File: config.mk
export PLATFORM = sky130hd
export DESIGN_NAME = masked_byte_pattern_scanner
export DESIGN_NICKNAME = d
export VERILOG_FILES = /design/src/rtl/mbps_pkg.sv /design/src/rtl/masked_byte_pattern_scanner.sv
export SDC_FILE = /design/constraint.sdc
export NUM_CORES = 1
export LEC_CHECK = 0
export BUFFER_PORTS_ARGS = -buffer_cell sky130_fd_sc_hd__buf_2
export CORE_MARGIN = 2
export CORE_UTILIZATION = 35
export CTS_CLUSTER_SIZE = 16
export DETAILED_ROUTE_END_ITERATION = 7
export SYNTH_ARGS = -nofsm -noshare
export SYNTH_HDL_FRONTEND = slang
export SYNTH_SLANG_ARGS = --single-unit
File: constraint.sdc
create_clock -name clock -period 9.69 [get_ports clock]
set_input_delay 1.4535 -clock clock [delete_from_list [all_inputs] [get_ports clock]]
set_output_delay 1.4535 -clock clock [all_outputs]
set_load 0.01 [all_outputs]
File: src/rtl/mbps_pkg.sv
// ----------------------------------------------------------------------------
// Masked byte pattern scanner package
// Shared widths, register indexes and the word types of both channels.
// ----------------------------------------------------------------------------
package mbps_pkg;

   // Longest pattern and width of the byte position counter.
   localparam int MAX_PATTERN_BYTES = 16;
   localparam int OFFSET_BITS       = 32;

   // Derived widths.
   localparam int LENGTH_BITS = $clog2(MAX_PATTERN_BYTES + 1);
   localparam int INDEX_BITS  = $clog2(MAX_PATTERN_BYTES);
   localparam int CSR_DATA_BITS  = 64;
   localparam int CSR_INDEX_BITS = 3;

   // Result queue size and its pointer and count widths.
   localparam int RSP_QUEUE_DEPTH = 4;
   localparam int RSP_QPTR_BITS   = $clog2(RSP_QUEUE_DEPTH);
   localparam int RSP_QCNT_BITS   = $clog2(RSP_QUEUE_DEPTH + 1);

   // Configuration register indexes.
   localparam logic [CSR_INDEX_BITS-1:0] CSR_PATTERN_LOW    = 3'd0;
   localparam logic [CSR_INDEX_BITS-1:0] CSR_PATTERN_HIGH   = 3'd1;
   localparam logic [CSR_INDEX_BITS-1:0] CSR_CARE_MASK      = 3'd2;
   localparam logic [CSR_INDEX_BITS-1:0] CSR_PATTERN_LENGTH = 3'd3;
   localparam logic [CSR_INDEX_BITS-1:0] CSR_FIND_ALL       = 3'd4;

   // One input word: an image byte and its end marker.
   typedef struct packed {
      logic [7:0] data_byte;
      logic       end_of_image;
   } req_word_type;

   // One result word: a match report or the end-of-scan summary.
   typedef struct packed {
      logic [OFFSET_BITS-1:0] match_offset;
      logic                   is_match;
      logic                   scan_done;
      logic                   any_found;
   } rsp_word_type;

endpackage

File: src/rtl/masked_byte_pattern_scanner.sv
// ----------------------------------------------------------------------------
// Masked byte pattern scanner
// Searches a byte stream for a masked pattern of up to sixteen bytes and
// reports match offsets and an end-of-scan summary.
// ----------------------------------------------------------------------------
// The scanner takes one image byte per cycle. Each accepted byte is shifted
// into a sixteen-byte window and compared in the same cycle against all
// pattern bytes in parallel; its results (a match report, a summary on the
// final byte, or both) are written into a four-word result queue and are
// offered on the result channel from the next cycle on. The input is stalled
// while the queue holds two or more words, so a stalled result side holds off
// new bytes once two result words are waiting, while bytes that give no result
// keep flowing; with the result side flowing the block takes one byte per
// clock while fewer than two result words are waiting. Configuration must be
// written while the scanner is idle.
module masked_byte_pattern_scanner (
   input  logic                                   clock,
   input  logic                                   reset,
   // Input byte channel
   input  logic                                   req_valid,
   output logic                                   req_stall,
   input  mbps_pkg::req_word_type                 req_word,
   // Result channel
   output logic                                   rsp_valid,
   input  logic                                   rsp_stall,
   output mbps_pkg::rsp_word_type                 rsp_word,
   // Configuration write port
   input  logic                                   csr_write_enable,
   input  logic [mbps_pkg::CSR_INDEX_BITS-1:0]    csr_index,
   input  logic [mbps_pkg::CSR_DATA_BITS-1:0]     csr_data
);

   // Configuration registers.
   logic [63:0]                          pattern_low_ff;
   logic [63:0]                          pattern_high_ff;
   logic [mbps_pkg::MAX_PATTERN_BYTES-1:0] care_mask_ff;
   logic [mbps_pkg::LENGTH_BITS-1:0]     pattern_length_ff;
   logic                                 find_all_ff;

   // Scan state.
   logic [7:0]                           window_ff [mbps_pkg::MAX_PATTERN_BYTES];
   logic [7:0]                           window_in [mbps_pkg::MAX_PATTERN_BYTES];
   logic [mbps_pkg::OFFSET_BITS-1:0]     position_ff;
   logic [mbps_pkg::OFFSET_BITS-1:0]     position_in;
   logic                                 found_ff;
   logic                                 found_in;

   // Result queue.
   mbps_pkg::rsp_word_type               queue_ff [mbps_pkg::RSP_QUEUE_DEPTH];
   logic [mbps_pkg::RSP_QPTR_BITS-1:0]   head_ff;
   logic [mbps_pkg::RSP_QPTR_BITS-1:0]   tail_ff;
   logic [mbps_pkg::RSP_QCNT_BITS-1:0]   count_ff;
   logic [mbps_pkg::RSP_QCNT_BITS-1:0]   count_in;

   logic                                 req_accept;
   logic                                 rsp_pop;
   logic                                 window_hit;
   logic                                 report_match;
   logic [1:0]                           push_count;
   mbps_pkg::rsp_word_type               result_first;
   mbps_pkg::rsp_word_type               result_second;
   mbps_pkg::rsp_word_type               match_word;
   mbps_pkg::rsp_word_type               summary_word;
   logic [127:0]                         pattern_bits;

   // Handshakes: take a byte only while the queue holds at most one word.
   assign req_stall  = (count_ff > mbps_pkg::RSP_QCNT_BITS'(1));
   assign req_accept = req_valid && !req_stall;
   assign rsp_valid  = (count_ff != '0);
   assign rsp_pop    = rsp_valid && !rsp_stall;
   assign rsp_word   = queue_ff[head_ff];

   // Configuration writes.
   always_ff @(posedge clock) begin
      if (reset) begin
         pattern_low_ff    <= '0;
         pattern_high_ff   <= '0;
         care_mask_ff      <= '0;
         pattern_length_ff <= '0;
         find_all_ff       <= 1'b0;
      end else if (csr_write_enable) begin
         unique case (csr_index)
            mbps_pkg::CSR_PATTERN_LOW:    pattern_low_ff <= csr_data;
            mbps_pkg::CSR_PATTERN_HIGH:   pattern_high_ff <= csr_data;
            mbps_pkg::CSR_CARE_MASK:
               care_mask_ff <= csr_data[mbps_pkg::MAX_PATTERN_BYTES-1:0];
            mbps_pkg::CSR_PATTERN_LENGTH:
               pattern_length_ff <= csr_data[mbps_pkg::LENGTH_BITS-1:0];
            mbps_pkg::CSR_FIND_ALL:       find_all_ff <= csr_data[0];
            default: ;
         endcase
      end
   end

   assign pattern_bits = {pattern_high_ff, pattern_low_ff};

   // Window compare: the new byte joins the window, and every cared-for pattern
   // byte in use is checked against its window slot at the same time.
   always_comb begin
      logic [mbps_pkg::INDEX_BITS-1:0] last_slot;
      logic [mbps_pkg::INDEX_BITS-1:0] slot;
      logic                            bytes_ok;
      logic                            length_ok;
      window_in[0] = req_word.data_byte;
      for (int i = 1; i < mbps_pkg::MAX_PATTERN_BYTES; i++) begin
         window_in[i] = window_ff[i-1];
      end
      // A full-length pattern wraps the narrow index to the oldest slot.
      last_slot = pattern_length_ff[mbps_pkg::INDEX_BITS-1:0] - 1'b1;
      length_ok = (pattern_length_ff != '0) &&
                  (pattern_length_ff <= mbps_pkg::LENGTH_BITS'(mbps_pkg::MAX_PATTERN_BYTES));
      bytes_ok  = 1'b1;
      for (int k = 0; k < mbps_pkg::MAX_PATTERN_BYTES; k++) begin
         slot = last_slot - mbps_pkg::INDEX_BITS'(k);
         if ((mbps_pkg::LENGTH_BITS'(k) < pattern_length_ff) && care_mask_ff[k]) begin
            if (window_in[slot] != pattern_bits[8*k +: 8]) begin
               bytes_ok = 1'b0;
            end
         end
      end
      // The window must hold enough bytes of the current scan.
      window_hit = length_ok && bytes_ok &&
                   (position_ff >= mbps_pkg::OFFSET_BITS'(last_slot));
   end

   // Result words for this byte and the next scan state.
   always_comb begin
      report_match = window_hit && (find_all_ff || !found_ff);
      found_in     = found_ff || window_hit;

      // The match starts length minus one bytes before the current position.
      match_word.match_offset = position_ff -
         mbps_pkg::OFFSET_BITS'(pattern_length_ff) + mbps_pkg::OFFSET_BITS'(1);
      match_word.is_match     = 1'b1;
      match_word.scan_done    = 1'b0;
      match_word.any_found    = 1'b0;

      summary_word.match_offset = '0;
      summary_word.is_match     = 1'b0;
      summary_word.scan_done    = 1'b1;
      summary_word.any_found    = found_in;

      // A match found on the final byte goes out ahead of the summary.
      result_first  = report_match ? match_word : summary_word;
      result_second = summary_word;
      push_count    = 2'd0;
      if (req_accept) begin
         push_count = 2'(report_match) + 2'(req_word.end_of_image);
      end

      position_in = req_word.end_of_image ? '0 : position_ff + 1'b1;
   end

   // Window and position advance on every accepted byte.
   always_ff @(posedge clock) begin
      if (reset) begin
         for (int i = 0; i < mbps_pkg::MAX_PATTERN_BYTES; i++) begin
            window_ff[i] <= '0;
         end
      end else if (req_accept) begin
         for (int i = 0; i < mbps_pkg::MAX_PATTERN_BYTES; i++) begin
            window_ff[i] <= window_in[i];
         end
      end
   end

   always_ff @(posedge clock) begin
      if (reset) begin
         position_ff <= '0;
         found_ff    <= 1'b0;
      end else if (req_accept) begin
         position_ff <= position_in;
         found_ff    <= found_in && !req_word.end_of_image;
      end
   end

   // Result queue: up to two words written per byte, one read per cycle unless stalled.
   assign count_in = count_ff + mbps_pkg::RSP_QCNT_BITS'(push_count) -
                     mbps_pkg::RSP_QCNT_BITS'(rsp_pop);

   always_ff @(posedge clock) begin
      if (push_count != 2'd0) begin
         queue_ff[tail_ff] <= result_first;
      end
      if (push_count == 2'd2) begin
         queue_ff[tail_ff + 1'b1] <= result_second;
      end
   end

   always_ff @(posedge clock) begin
      if (reset) begin
         head_ff  <= '0;
         tail_ff  <= '0;
         count_ff <= '0;
      end else begin
         head_ff  <= head_ff + mbps_pkg::RSP_QPTR_BITS'(rsp_pop);
         tail_ff  <= tail_ff + mbps_pkg::RSP_QPTR_BITS'(push_count);
         count_ff <= count_in;
      end
   end

   // The queue never fills beyond what the input gate allows.
   assert property (@(posedge clock) disable iff (reset)
      count_ff < mbps_pkg::RSP_QCNT_BITS'(mbps_pkg::RSP_QUEUE_DEPTH))
      else $error("result queue overfilled");

   // The final byte of an image restarts position and found flag.
   assert property (@(posedge clock) disable iff (reset)
      req_accept && req_word.end_of_image |=> (position_ff == '0) && !found_ff)
      else $error("scan state not cleared after final byte");

   // Any other byte advances the position by one.
   assert property (@(posedge clock) disable iff (reset)
      req_accept && !req_word.end_of_image |=>
         position_ff == $past(position_ff) + 1'b1)
      else $error("byte position did not advance");

   // In first-only mode a scan that already matched reports no more matches.
   assert property (@(posedge clock) disable iff (reset)
      req_accept && found_ff && !find_all_ff |-> (push_count <= 2'(req_word.end_of_image)))
      else $error("repeated match reported in first-only mode");

endmodule
Word-level counts from Yosys, hierarchy flattened --
Memory sizes are Yosys's and may differ from the RTL's. A register that Yosys moved wholly into a read port is not among the register bits. Cells that the tools add are included.
Word-level totals: register bits 190, bits in writable memories 268, memories 2
Cells by class: add/subtract/negate cells 25, $lt $le $gt $ge 35, equal/unequal tests 21, multiplexer cells 109, bitwise logic cells 32, reduce and logical (&&, ||, !) cells 38
Memories:
- queue_ff | depth 4, width 35, rd ports 1, clocked after memory_dff 1, write ports 2, line masked_byte_pattern_scanner.sv:49 | mbps_pkg::rsp_word_type queue_ff [mbps_pkg::RSP_QUEUE_DEPTH];
- window_ff | depth 16, width 8, rd ports 15, clocked after memory_dff 0, write ports 16, line masked_byte_pattern_scanner.sv:41 | logic [7:0] window_ff [mbps_pkg::MAX_PATTERN_BYTES];
Operators with widths (number):
- binary-select mux 8 bit (select 4 bit) | 16
- 2-to-1 mux 8 bit | 48
- inequality test 8 bit | 16
- greater-or-equal comparator 5 bit (second input constant) | 16
- NOT 4 -> 5 bit | 16
- adder 32 x 1 -> 32 bit (second input constant) | 2
- 2-to-1 mux 1 bit | 41
- less-than comparator 4 x 5 -> 1 bit (first input constant) | 8
- 2-to-1 mux 35 bit | 1
- greater-or-equal comparator 32 x 4 -> 1 bit | 1
- 2-to-1 mux 32 bit | 1
- subtractor 32 x 5 -> 32 bit | 1
- subtractor 4 bit (second input constant) | 8
- logical AND 1 bit | 23
- less-than comparator 3 x 5 -> 1 bit (first input constant) | 4
- bitwise OR 1 bit | 16
- subtractor 4 x 3 -> 4 bit (second input constant) | 4
- less-than comparator 1 x 5 -> 1 bit (first input constant) | 2
- less-than comparator 2 x 5 -> 1 bit (first input constant) | 2
- AND reduction 2 bit | 5
- subtractor 4 x 1 -> 4 bit (second input constant) | 2
- subtractor 4 x 2 -> 4 bit (second input constant) | 2
- == test 3 x 2 -> 1 bit (second input constant) | 2
- <= comparator 5 bit (second input constant) | 1
- other kinds (17) | 22

Depth between registers and ports, before layout --
word-level depth 46, depth in mapped cells 33, mapped depth without buffers 26

Least setup slack after synthesis --
No wires, ideal clock.
path kind register -> register, start point register pattern_length_ff[0] (netlist name), end point register count_ff[2] (netlist name), arrival 6.951 ns, required time 9.562 ns, path slack 2.611 ns, cell stages (with the launch flop) 33, clock period less this slack 7.079 ns, cells stage by stage dfxtp_1 -> buf_4 -> inv_2 -> buf_1 -> clkbuf_1 -> ha_1 -> clkbuf_1 -> buf_2 -> buf_2 -> clkbuf_1 -> inv_1 -> ha_1 -> nor2b_1 -> or4_1 -> nand4_4 -> buf_6 -> mux4_2 -> xnor2_1 -> nand4_1 -> o221ai_1 -> nor3b_2 -> nand4_1 -> inv_2 -> ha_1 -> nand2_1 -> ha_1 -> inv_1 -> ha_1 -> inv_1 -> fa_1 -> xnor2_1 -> xnor2_1 -> nor2_1
On the way: cells in the longest elaborated chain, start to end 45, elaborated cells between the ends (all ways) 171, those cells by class add/sub: 19; order compare: 18; eq/ne: 16; mux: 81; bitwise: 16; reduce/logical: 21
Ends and longest elaborated chain:
- start: declaration | line masked_byte_pattern_scanner.sv:37 | logic [mbps_pkg::LENGTH_BITS-1:0] pattern_length_ff;
- start signal: assignment | line masked_byte_pattern_scanner.sv:88 | pattern_length_ff <= csr_data[mbps_pkg::LENGTH_BITS-1:0];
- branches (longest 39 deep; another with subtractor 4 x 1 -> 4 bit)
- logical AND 1 bit (*) | line masked_byte_pattern_scanner.sv:122 | window_hit = length_ok && bytes_ok &&
- logical AND 1 bit (*) | line masked_byte_pattern_scanner.sv:128 | report_match = window_hit && (find_all_ff || !found_ff);
- via report_match | line masked_byte_pattern_scanner.sv:58 | logic report_match;
- adder 1 x 1 -> 2 bit (*) | line masked_byte_pattern_scanner.sv:148 | push_count = 2'(report_match) + 2'(req_word.end_of_image);
- 2-to-1 mux 2 bit (*) | line masked_byte_pattern_scanner.sv:147 | if (req_accept) begin
- adder 3 x 2 -> 3 bit (*) | line masked_byte_pattern_scanner.sv:178 | assign count_in = count_ff + mbps_pkg::RSP_QCNT_BITS'(push_count) -
- subtractor 3 x 1 -> 3 bit (*) | line masked_byte_pattern_scanner.sv:178
- end signal: assignment | line masked_byte_pattern_scanner.sv:198 | count_ff <= count_in;
- end: declaration | line masked_byte_pattern_scanner.sv:52 | logic [mbps_pkg::RSP_QCNT_BITS-1:0] count_ff;
Mark *: on every way through the listed nets, which the timed path passes. The select of a mux whose other input is x is not followed. A chain may end at the register's enable or synchronous reset.

==> flow_summary.json <==
{
  "critPathRequiredTime_ns": 10.04,
  "drt_pre_antenna_iters": 5,
  "path_max_fanout": 63,
  "yosysMostFrequentCell": "nand2_1",
  "ys_seq_area_frac": 0.380,
  "grt_usage": 0.200,
  "die_h_um": 281,
  "ant_nets": 0,
  "grt_pass1_vias": 19400,
  "utilization": 0.398,
  "rsz0062_at_grt": "false",
  "cts_tree": "yes",
  "syn_inst": 2797,
  "rows": 101,
  "finalSetupViolCount": 0,
  "drc": 0,
  "async_flop_share": 0,
  "vdd_drop_max_mv": 0.130,
  "pre_cts_slack_ns": 2.19,
  "cp-start-kind": "register",
  "grt_max_degree": 81,
  "antenna_found_initial": 7,
  "port_buffers": 117,
  "post-route-period-util": 0.780,
  "p_leak_nw": 11.2,
  "cts_max_path_buffers": 3,
  "wl_per_cell_um": 20.5,
  "synthXorXnorAreaFrac": 0.0660,
  "h-tree-depth": 2,
  "ctsHoldBuffers": 0,
  "die_x_um": 281,
  "cp_common_cell": "buf_4",
  "viasPerCell": 5.34,
  "drv_cap": 0,
  "cts.sinks": 450,
  "worstPathArrival_ns": 7.90,
  "drtIter0Drc": 1720,
  "drive_gt1_frac": 0.154,
  "postPlaceCellArea_um2": 28400,
  "critPathKind": "reg2reg",
  "worst-r2r-cell-count": 25,
  "numCtsBuffers": 49,
  "hold_path_depth": 2,
  "ys_ff_latch": 450,
  "synth.cell_area_um2": 26900,
  "fmax_mhz": 132,
  "yosys.area.top_type": "dfxtp_1",
  "synthMuxAreaShare": 0.215,
  "dp_hpwl_um": 57700,
  "synthSimpleGateAreaFrac": 0.158,
  "insertion_delay_ns": 0.61,
  "root_buffer": "clkbuf_16",
  "postCtsSetupBuffers": 0,
  "yosys_warnings": 0,
  "dp_cells": 3805,
  "worst_slack_ns": 2.14,
  "yosysUniqueCellTypes": 67,
  "hold_viol_final": 0,
  "gr-total-overflow": 0,
  "layout_min_cycle_time_ns": 7.55,
  "crit_slowest_cell": "buf_4",
  "status": "finished, final reports clean",
  "ys_top_cells_by_area": "dfxtp_1 24%, edfxtp_1 14%, mux4_2 13%, nand2_1 8.1%, mux2i_1 7.7%",
  "r2r_start": "pattern_length_ff[0]",
  "whs_endpoint": "queue_ff[2][1]",
  "place_congestion": 0.904,
  "synth_top_area_frac": 0.242,
  "hp-start": "queue_ff[2][1]",
  "instances_no_fill": 3900,
  "ios": 118,
  "fin_total_pwr_mw": 5.77,
  "end_kind": "register",
  "power_density_nw_per_um2": 191,
  "core_area_um2": 76100,
  "synth_common_cells": "580 x nand2_1, 326 x dfxtp_1, 219 x a21oi_1",
  "synth_top_family_by_area": "multiplexers",
  "initial_utilization": 0.354,
  "synthAdderAreaFrac": 0.0479,
  "rr_endpoint": "queue_ff[2][0]",
  "finalInstanceArea_um2": 30300,
  "fin_skew_ns": 0.0256,
  "wirelength_um": 80000,
  "setup_tns_ns": 0,
  "syn2layout_area_growth_pct": 12.3,
  "slowest_delay_ns": 0.81,
  "synth_compound_area_frac": 0.0976,
  "r2r_setup_slack_ns": 2.14,
  "grt_pass1_wl_um": 121000,
  "syn_area_per_cell_um2": 9.63,
  "synth_edf_count": 124,
  "fin_nets": 3010,
  "hold-worst-slack_ns": 0.445,
  "post_cts_resized": 0,
  "dieArea_um2": 79200,
  "synth_top_flop_cell": "dfxtp_1",
  "slew_headroom": 0.151,
  "vias": 20800,
  "path_clk_slew_ns": 0.06,
  "hp-class": "reg2reg",
  "slew_violations": 0,
  "worstMarginPinSlew_ns": 1.27,
  "fillCellCount": 7586,
  "synth_fp_nets": 2980
}
## worst max-delay path, delay by kind of cell, from the launching register on
family                     cells  cell delay [ns]
buffers and inverters          6             1.86
and+or+nand+nor                8             1.39
adders and majority gates      3             1.33
AOI/OAI and AO/OA              4             0.96
DFF                            1             0.67
muxes                          2             0.67
xor gates and xnor gates       2             0.35
## registers in the layout, indices dropped and copies added, names as in the netlist
signal / cells
find_all_ff: 1
queue_ff: 140
care_mask_ff: 16
found_ff: 1
position_ff: 32
tail_ff: 2
window_ff: 120
count_ff: 3
pattern_low_ff: 64
head_ff: 2
pattern_high_ff: 64
pattern_length_ff: 5
## area by class of cell
cell class	instances	area, um^2	area share
Tap cell	1030	1290	0.0426
Antenna cell	2	5.00	0.000165
Clock inverter	20	314	0.0104
Sequential cell	450	10300	0.339
Inverter	67	254	0.00839
Clock buffer	72	1520	0.0501
Multi-Input combinational cell	2109	15800	0.522
Timing Repair Buffer	150	843	0.0279
## power breakdown
group	leakage, nW	switching, mW	internal, mW
logic	6.32	0.823	0.604
registers	3.96	0.145	2.11
clock network	0.900	0.835	1.25
## layout by cell type, fill, tap and decap left out, types with 8 or more instances in the layout
master	count
nor2b_1	64
a21oi_1	219
o211ai_1	9
o21bai_1	11
nand2_1	579
ha_1	99
xnor2_1	143
nand2b_1	12
dfxtp_1	322
o31a_1	8
clkbuf_16	51
xor2_1	47
nor2_1	102
and2_1	88
nand3_1	12
mux2i_1	206
clkbuf_8	16
o21ai_1	87
edfxtp_1	124
buf_2	116
mux2_2	28
a21o_1	15
mux4_2	150
a211oi_1	8
nor3_1	12
buf_4	32
o21ai_0	91
inv_1	63
nand4_1	40
## how the worst max path moves through the flow
stage | endpoint | cells after the start | start
6_report | queue_ff[2][0] | 25 | pattern_length_ff[0]
5_1_grt | queue_ff[2][0] | 24 | pattern_length_ff[0]
4_1_cts | queue_ff[2][0] | 25 | pattern_length_ff[0]
3_5_place_dp | queue_ff[2][0] | 25 | pattern_length_ff[0]
3_3_place_gp | queue_ff[2][0] | 25 | pattern_length_ff[0]
2_1_floorplan | count_ff[2] | 32 | pattern_length_ff[0]
## kinds of logic after synthesis
logic type,after synthesis
multiplexers,385
XOR/XNOR,197
adder cells (fa/ha/maj),102
buffers and inverters,238
AND/OR/NAND/NOR,949
AO/OA/AOI/OAI,476
flip-flops,450
## metal layers
metal,up-vias,wire [um],track usage
li1,9881,-,-
met1,10100,35400,0.280
met2,697,35200,0.305
met3,140,6060,0.0383
met4,8,3250,0.0798
met5,-,44,0
Note: power is estimated with default switching activity, not from simulation.
